**src/rtl/bhc_update.sv**
```systemverilog
// bhc_update: read-modify-write stage for count items, saturating increment
// with forwarding of the previous write. Works against bhc_ram.
`timescale 1ns / 1ps
`default_nettype none

module bhc_update #(
  parameter int NUM_SYMBOLS = 256,
  parameter int COUNT_WIDTH = 32
) (
  input  wire logic                           clk,
  input  wire logic                           rst,
  input  wire logic                           cnt_en,
  input  wire logic [$clog2(NUM_SYMBOLS)-1:0] cnt_addr,
  input  wire logic [COUNT_WIDTH-1:0]         rd_data,
  output      logic [$clog2(NUM_SYMBOLS)-1:0] stage_addr,
  input  wire logic                           stage_live,
  output      logic                           wr_en,
  output      logic [$clog2(NUM_SYMBOLS)-1:0] wr_addr,
  output      logic [COUNT_WIDTH-1:0]         wr_data
);

  localparam int IDX_W = $clog2(NUM_SYMBOLS);

  logic                   stg_valid;
  logic [IDX_W-1:0]       stg_addr;
  logic                   fwd_valid;
  logic [IDX_W-1:0]       fwd_addr;
  logic [COUNT_WIDTH-1:0] fwd_data;
  logic [COUNT_WIDTH-1:0] bin_old;
  logic [COUNT_WIDTH-1:0] bin_new;

  always_ff @(posedge clk) begin
    if (rst) begin
      stg_valid <= 1'b0;
      fwd_valid <= 1'b0;
    end else begin
      stg_valid <= cnt_en;
      fwd_valid <= stg_valid;
    end
    stg_addr <= cnt_addr;
    fwd_addr <= stg_addr;
    fwd_data <= bin_new;
  end

  // cleared bins read as zero, a write at the read edge is forwarded
  always_comb begin
    if (!stage_live) begin
      bin_old = '0;
    end else if (fwd_valid && (fwd_addr == stg_addr)) begin
      bin_old = fwd_data;
    end else begin
      bin_old = rd_data;
    end
    bin_new = (&bin_old) ? bin_old : bin_old + COUNT_WIDTH'(1);
  end

  assign stage_addr = stg_addr;
  assign wr_en      = stg_valid;
  assign wr_addr    = stg_addr;
  assign wr_data    = bin_new;

endmodule

`default_nettype wire

```
**config.mk**
```make
export PLATFORM = sky130hd
export DESIGN_NAME = bhc_update
export DESIGN_NICKNAME = d
export VERILOG_FILES = /design/src/rtl/bhc_update.sv
export SDC_FILE = /design/constraint.sdc
export NUM_CORES = 1
export LEC_CHECK = 0
export BUFFER_PORTS_ARGS = -buffer_cell sky130_fd_sc_hd__buf_2
export CAP_MARGIN = 40
export CORE_MARGIN = 2
export CORE_UTILIZATION = 50
export CTS_CLUSTER_DIAMETER = 120
export DETAILED_ROUTE_END_ITERATION = 16
export PLACE_DENSITY = 0.78
export SLEW_MARGIN = 0
export SYNTH_ARGS = -nofsm -noshare
export SYNTH_HDL_FRONTEND = slang
export SYNTH_SLANG_ARGS = --single-unit
```
**constraint.sdc**
```tcl
create_clock -name clk -period 4.3 [get_ports clk]
set_input_delay 0.215 -clock clk [delete_from_list [all_inputs] [get_ports clk]]
set_output_delay 0.215 -clock clk [all_outputs]
set_load 0.03 [all_outputs]
```
======== Word-level counts from Yosys, hierarchy flattened ========
Cells that the tools add are included.
cells by class
  reduce and logical (&&, ||, !) cells .... 2
  mux-type cells .......................... 3
  equal/unequal tests ..................... 1
  $add $sub $neg .......................... 1
operators by type and width
  operator               count
  $mux 32                3
  $add 32x1->32 const B  1
  $reduce_and 32->1      1
  $eq 8x8->1             1
  $logic_and 1x1->1      1
word-level totals
  bits of input ports ..................... 44
  register bits ........................... 50
  output and inout port bits .............. 49
  word-level logic and storage cells ...... 12

======== Logic depth before layout (Yosys ltp) ========
  depth in word-level cells ............... 6
  gate-level depth with buffers ........... 17
  depth with buffers taken out ............ 13

======== Least setup slack after synthesis ========
No wires, ideal clock.
  path kind ............................... reg-to-output
  from .................................... reg stg_addr[7], in the netlist stage_addr[7]
  to ...................................... out wr_data[5]
  slack ................................... -0.102 ns
  required time ........................... 4.085 ns
  stages on the path, launching flop included .. 17
  arrival time ............................ 4.187 ns
  buffers on the path ..................... 3
  cell sequence ........................... dfxtp_1 > xnor2_1 > nand3_1 > nor3_1 > buf_2 > buf_2 > buf_2 > nand2_1 > a21oi_1 > ha_1 > nand4_1 > or3_1 > nor4_1 > mux2i_2 > nand3_2 > nor3_1 > nor3b_1
between the ends
  longest elaborated chain between the ends .. 6
  elaborated cells between the ends (all ways) .. 7
  those cells by class .................... add/sub (1); eq/ne (1); mux (3); reduce/logical (2)
ends and longest elaborated chain
  item                                                       RTL line  source
  start, declared                                            25        logic [IDX_W-1:0] stg_addr;
  start signal, assigned                                     40        stg_addr <= cnt_addr;
  $eq 8x8->1 *                                               49        end else if (fwd_valid && (fwd_addr == stg_addr)) begin
  $logic_and 1x1->1 *                                        49
  $mux 32 *                                                  49
  $mux 32 *                                                  47        if (!stage_live) begin
  $add 32x1->32 / $reduce_and 32->1 (equally long branches)  54        bin_new = (&bin_old) ? bin_old : bin_old + COUNT_WIDTH'(1);
  $mux 32 *                                                  54
  end, declared                                              19        output logic [COUNT_WIDTH-1:0] wr_data
Every way passes the cells marked *; elsewhere a longest branch is shown, timed or not.

======== Final worst setup path ========
  from .................................... reg stg_addr[4], in the netlist stage_addr[4]
  to ...................................... out wr_data[7]
Same word-level chain as after synthesis.

==> impl_metrics.csv <==
group,metric,value,unit
sta,tightestPinTransition,611,ps
sta,fin_crit,4030,ps
sta,hold-worst-slack,56.2,ps
grt,grt_max_degree,50,
synthesis,syn-instance-count,383,
grt,grt_pass1_vias,2815,
cells_and_area,multi_input_area,0.00197,sq mm
worst_setup_path,cp.required,4090,ps
placement,dp.cells,530,
pwr,p_clk_frac,0.303,
cells_and_area,nFillCells,548,
cells_and_area,register_area,0.00100,sq mm
grt,grt_overflow_total,0,
worst_setup_path,worst-setup-path-type,"flip-flop to primary output",
sta,rsz0062_at_grt,"no",
clocking,htreeDepth,2,
worst_setup_path,worstSetupEndpointType,"primary output",
synthesis,synth_ff_type,"dfxtp_1",
run,cap_violations,0,
cells_and_area,layout.cells.non_filler,546,
cells_and_area,fin_nets,515,
routing,postRouteAntennaNets,0,
clocking,post-cts-setup-buffers,0,
pwr,power_frac_comb,0.190,
cells_and_area,diodes,0,
floorplanning,die_w,82.8,um
sta,slew_headroom,0.592,
pwr,power.leakage,1.66,nW
synthesis,syn_area_per_cell,8.10,sq um
synthesis,synth_edf_count,0,
cells_and_area,area_growth,20.7,%
cells_and_area,post-route-util,0.629,
grt,antenna_found_initial,0,
cells_and_area,drive_gt1_frac,0.282,
sta,finalMaxSlewViolations,0,
pwr,p_per_area,269,mW/mm^2
worst_setup_path,startpoint_type,"flip-flop",
placement,portBuffers,92,
placement,dpl.hpwl,6140,um
floorplanning,die_area,0.00685,sq mm
routing,detail_route.first_pass.iterations,5,
routing,num_vias,3149,
synthesis,synthArstFlopShare,0,
synthesis,post_synth_num_cell_types,52,
synthesis,ys_warn_count,0,
pwr,switching_share,0.323,
sta,setup_viol,0,
floorplanning,rows,28,
floorplanning,core_area,0.00596,sq mm
routing,vias_per_cell,5.77,
synthesis,synth_seq_area_share,0.323,
status,status,"finished clean",
routing,drtIter0Drc,266,
clocking,cts_tree,"built",
clocking,cts_buffers,5,
synthesis,ys_seq_elements,50,
worst_setup_path,crit_fanout,7,
clocking,cts.sinks,50,
sta,finalHoldViolations,0,
routing,wl_met1,3660,um
pwr,seqPwrFrac,0.506,
synthesis,synth_nets,428,
routing,wl_per_cell,15.3,um
routing,wirelength,8380,um
clocking,clock_latency,310,ps
hold_path,hold_class,"input pin to flip-flop",
pwr,power.total,1.01,mW
worst_setup_path,arrival,3820,ps
pwr,internal-power,682,uW
pwr,p_switching,325,uW
routing,drc_errors,0,
grt,grt_pass1_wl,13400,um
placement,gp_congestion,0.883,
synthesis,syn_area,0.00310,sq mm
pwr,peakVddDrop,0.147,mV
sta,clock.fmax,248,MHz
floorplanning,start_util,0.521,
clocking,root_buffer,"clkbuf_8",
routing,dr_wl_met2,3960,um
sta,tns,0,ps
clocking,ctsLongestPathBuffers,2,
routing,wl_met3,638,um
grt,grt_use_total,0.251,
routing,top_layer,"met4",
sta,post-route-period-util,0.938,
floorplanning,ioPinCount,93,
sta,final.setup_skew,8.08,ps
floorplanning,die_h,82.8,um
clocking,clk_pin_slew,110,ps
==> worst paths after layout <==
kind / startpoint / to / slack, ps / cells past startpoint
worst max-delay path: stage_addr[4] / wr_data[7] / 270 / 14
worst min-delay path: rst / fwd_valid / 60 / 2
worst max register to register: stage_addr[4] / fwd_data[17] / 900 / 13
worst min register to register: stage_addr[6] / fwd_addr[6] / 390 / 0
==> metrics by stage <==
| stage | instance area, sq um | worst slack, ps |
|---|---|---|
| 2_1_floorplan | 3110 | 96.0 |
| 3_3_place_gp | 3550 | 662 |
| 3_5_place_dp | 3550 | 565 |
| 4_1_cts | 3710 | 215 |
| 5_1_grt | 3740 | 33.1 |
| 6_report | 3740 | 268 |
==> worst max-delay path, stage by stage, from the launching register on <==
cell     delay [ps]
dfxtp_1         390
xnor2_1         140
nand4_1         240
nor3_4          380
nand2_1         110
a21oi_2         190
ha_2            270
nand4_1         140
or3_1           390
nor4_1          350
mux2i_2         220
nand3_2         180
nor2_1           70
xor2_1          200
buf_2           230
==> cell usage in the layout, fill, tap and decap left out, types with 3 or more instances in the layout <==
cell,netlist,routed
xnor2_1,21,21
dfxtp_1,50,50
clkbuf_8,0,5
mux2i_1,14,14
nor4_1,4,4
o211ai_1,5,5
or3_1,5,4
mux2_2,8,8
nor3_1,9,8
buf_4,8,4
and2_1,6,6
o21ai_0,3,3
nor2b_1,3,3
a21oi_1,21,20
nand4_1,19,19
nor2_1,24,24
buf_2,6,92
nand3_1,13,13
dlygate4sd3_1,0,8
and4_1,6,6
nand2_1,71,71
xor2_1,14,14
and3_1,22,22
a31oi_1,5,5
==> cells by family after synthesis <==
kind of cell	count (synthesis)	share of synthesized area
fa+ha+maj	1	0.00403
xor+xnor	35	0.0988
mux	27	0.102
compound gates	48	0.0968
buf+inv	27	0.0496
simple gates	195	0.326
flops	50	0.323
==> registers in the layout, summed over array words and instances, names as in the netlist <==
name / count
fwd_data: 32
fwd_addr: 8
stage_addr: 8
fwd_valid: 1
wr_en: 1
==> cell type report <==
class / instances / area share
clock buffer: 5 / 0.0184
tap: 75 / 0.0251
clock inverter: 3 / 0.00768
inverter: 3 / 0.00301
multi-input combinational: 306 / 0.526
timing repair buffer: 104 / 0.152
sequential: 50 / 0.267
==> synthesized netlist by cell type (all sizes together) (2+ instances only) <==
| master | n | area (sq um) |
|---|---|---|
| a31oi | 5 | 31.3 |
| or2 | 2 | 12.5 |
| buf | 18 | 120 |
| xor2 | 14 | 123 |
| clkbuf | 6 | 22.5 |
| a21oi | 21 | 105 |
| a31o | 2 | 17.5 |
| or3 | 5 | 31.3 |
| nor2b | 3 | 18.8 |
| xnor2 | 21 | 184 |
| nand3 | 14 | 75.1 |
| nor4 | 6 | 50.0 |
| and4 | 6 | 52.6 |
| mux2i | 18 | 213 |
| nand4 | 19 | 119 |
| dfxtp | 50 | 1000 |
| and3 | 22 | 138 |
| o22ai | 2 | 12.5 |
| and2 | 6 | 37.5 |
| nor3 | 11 | 71.3 |
| o211ai | 5 | 37.5 |
| mux2 | 9 | 105 |
| nand2 | 73 | 279 |
| nor2 | 24 | 90.1 |
| inv | 3 | 11.3 |
| a41o | 2 | 20.0 |
| o21ai | 5 | 25.0 |
| o31ai | 2 | 15.0 |
==> layer usage <==
| metal | global-route usage | vias to the layer above |
|---|---|---|
| li1 | - | 1534 |
| met1 | 0.334 | 1468 |
| met2 | 0.412 | 136 |
| met3 | 0.0402 | 11 |
| met4 | 0.0869 | 0 |
| met5 | 0 | - |
==> power by group through the flow <==
stage,Combinational [mW],Clock [mW],Sequential (mW)
final,0.192,0.306,0.510
after global routing,0.209,0.329,0.513
after CTS,0.189,0.312,0.509
after detailed placement,0.184,0,0.520
after global placement,0.182,0,0.519
after floorplan,0.115,0,0.524
==> what timing repair did <==
item	in CTS	in global routing
endpoints found under the setup margin	0	11
hold buffers	6	2
hold endpoints to repair	6	2
gates resized for setup	0	3
Note: power is estimated with default switching activity, not from simulation.
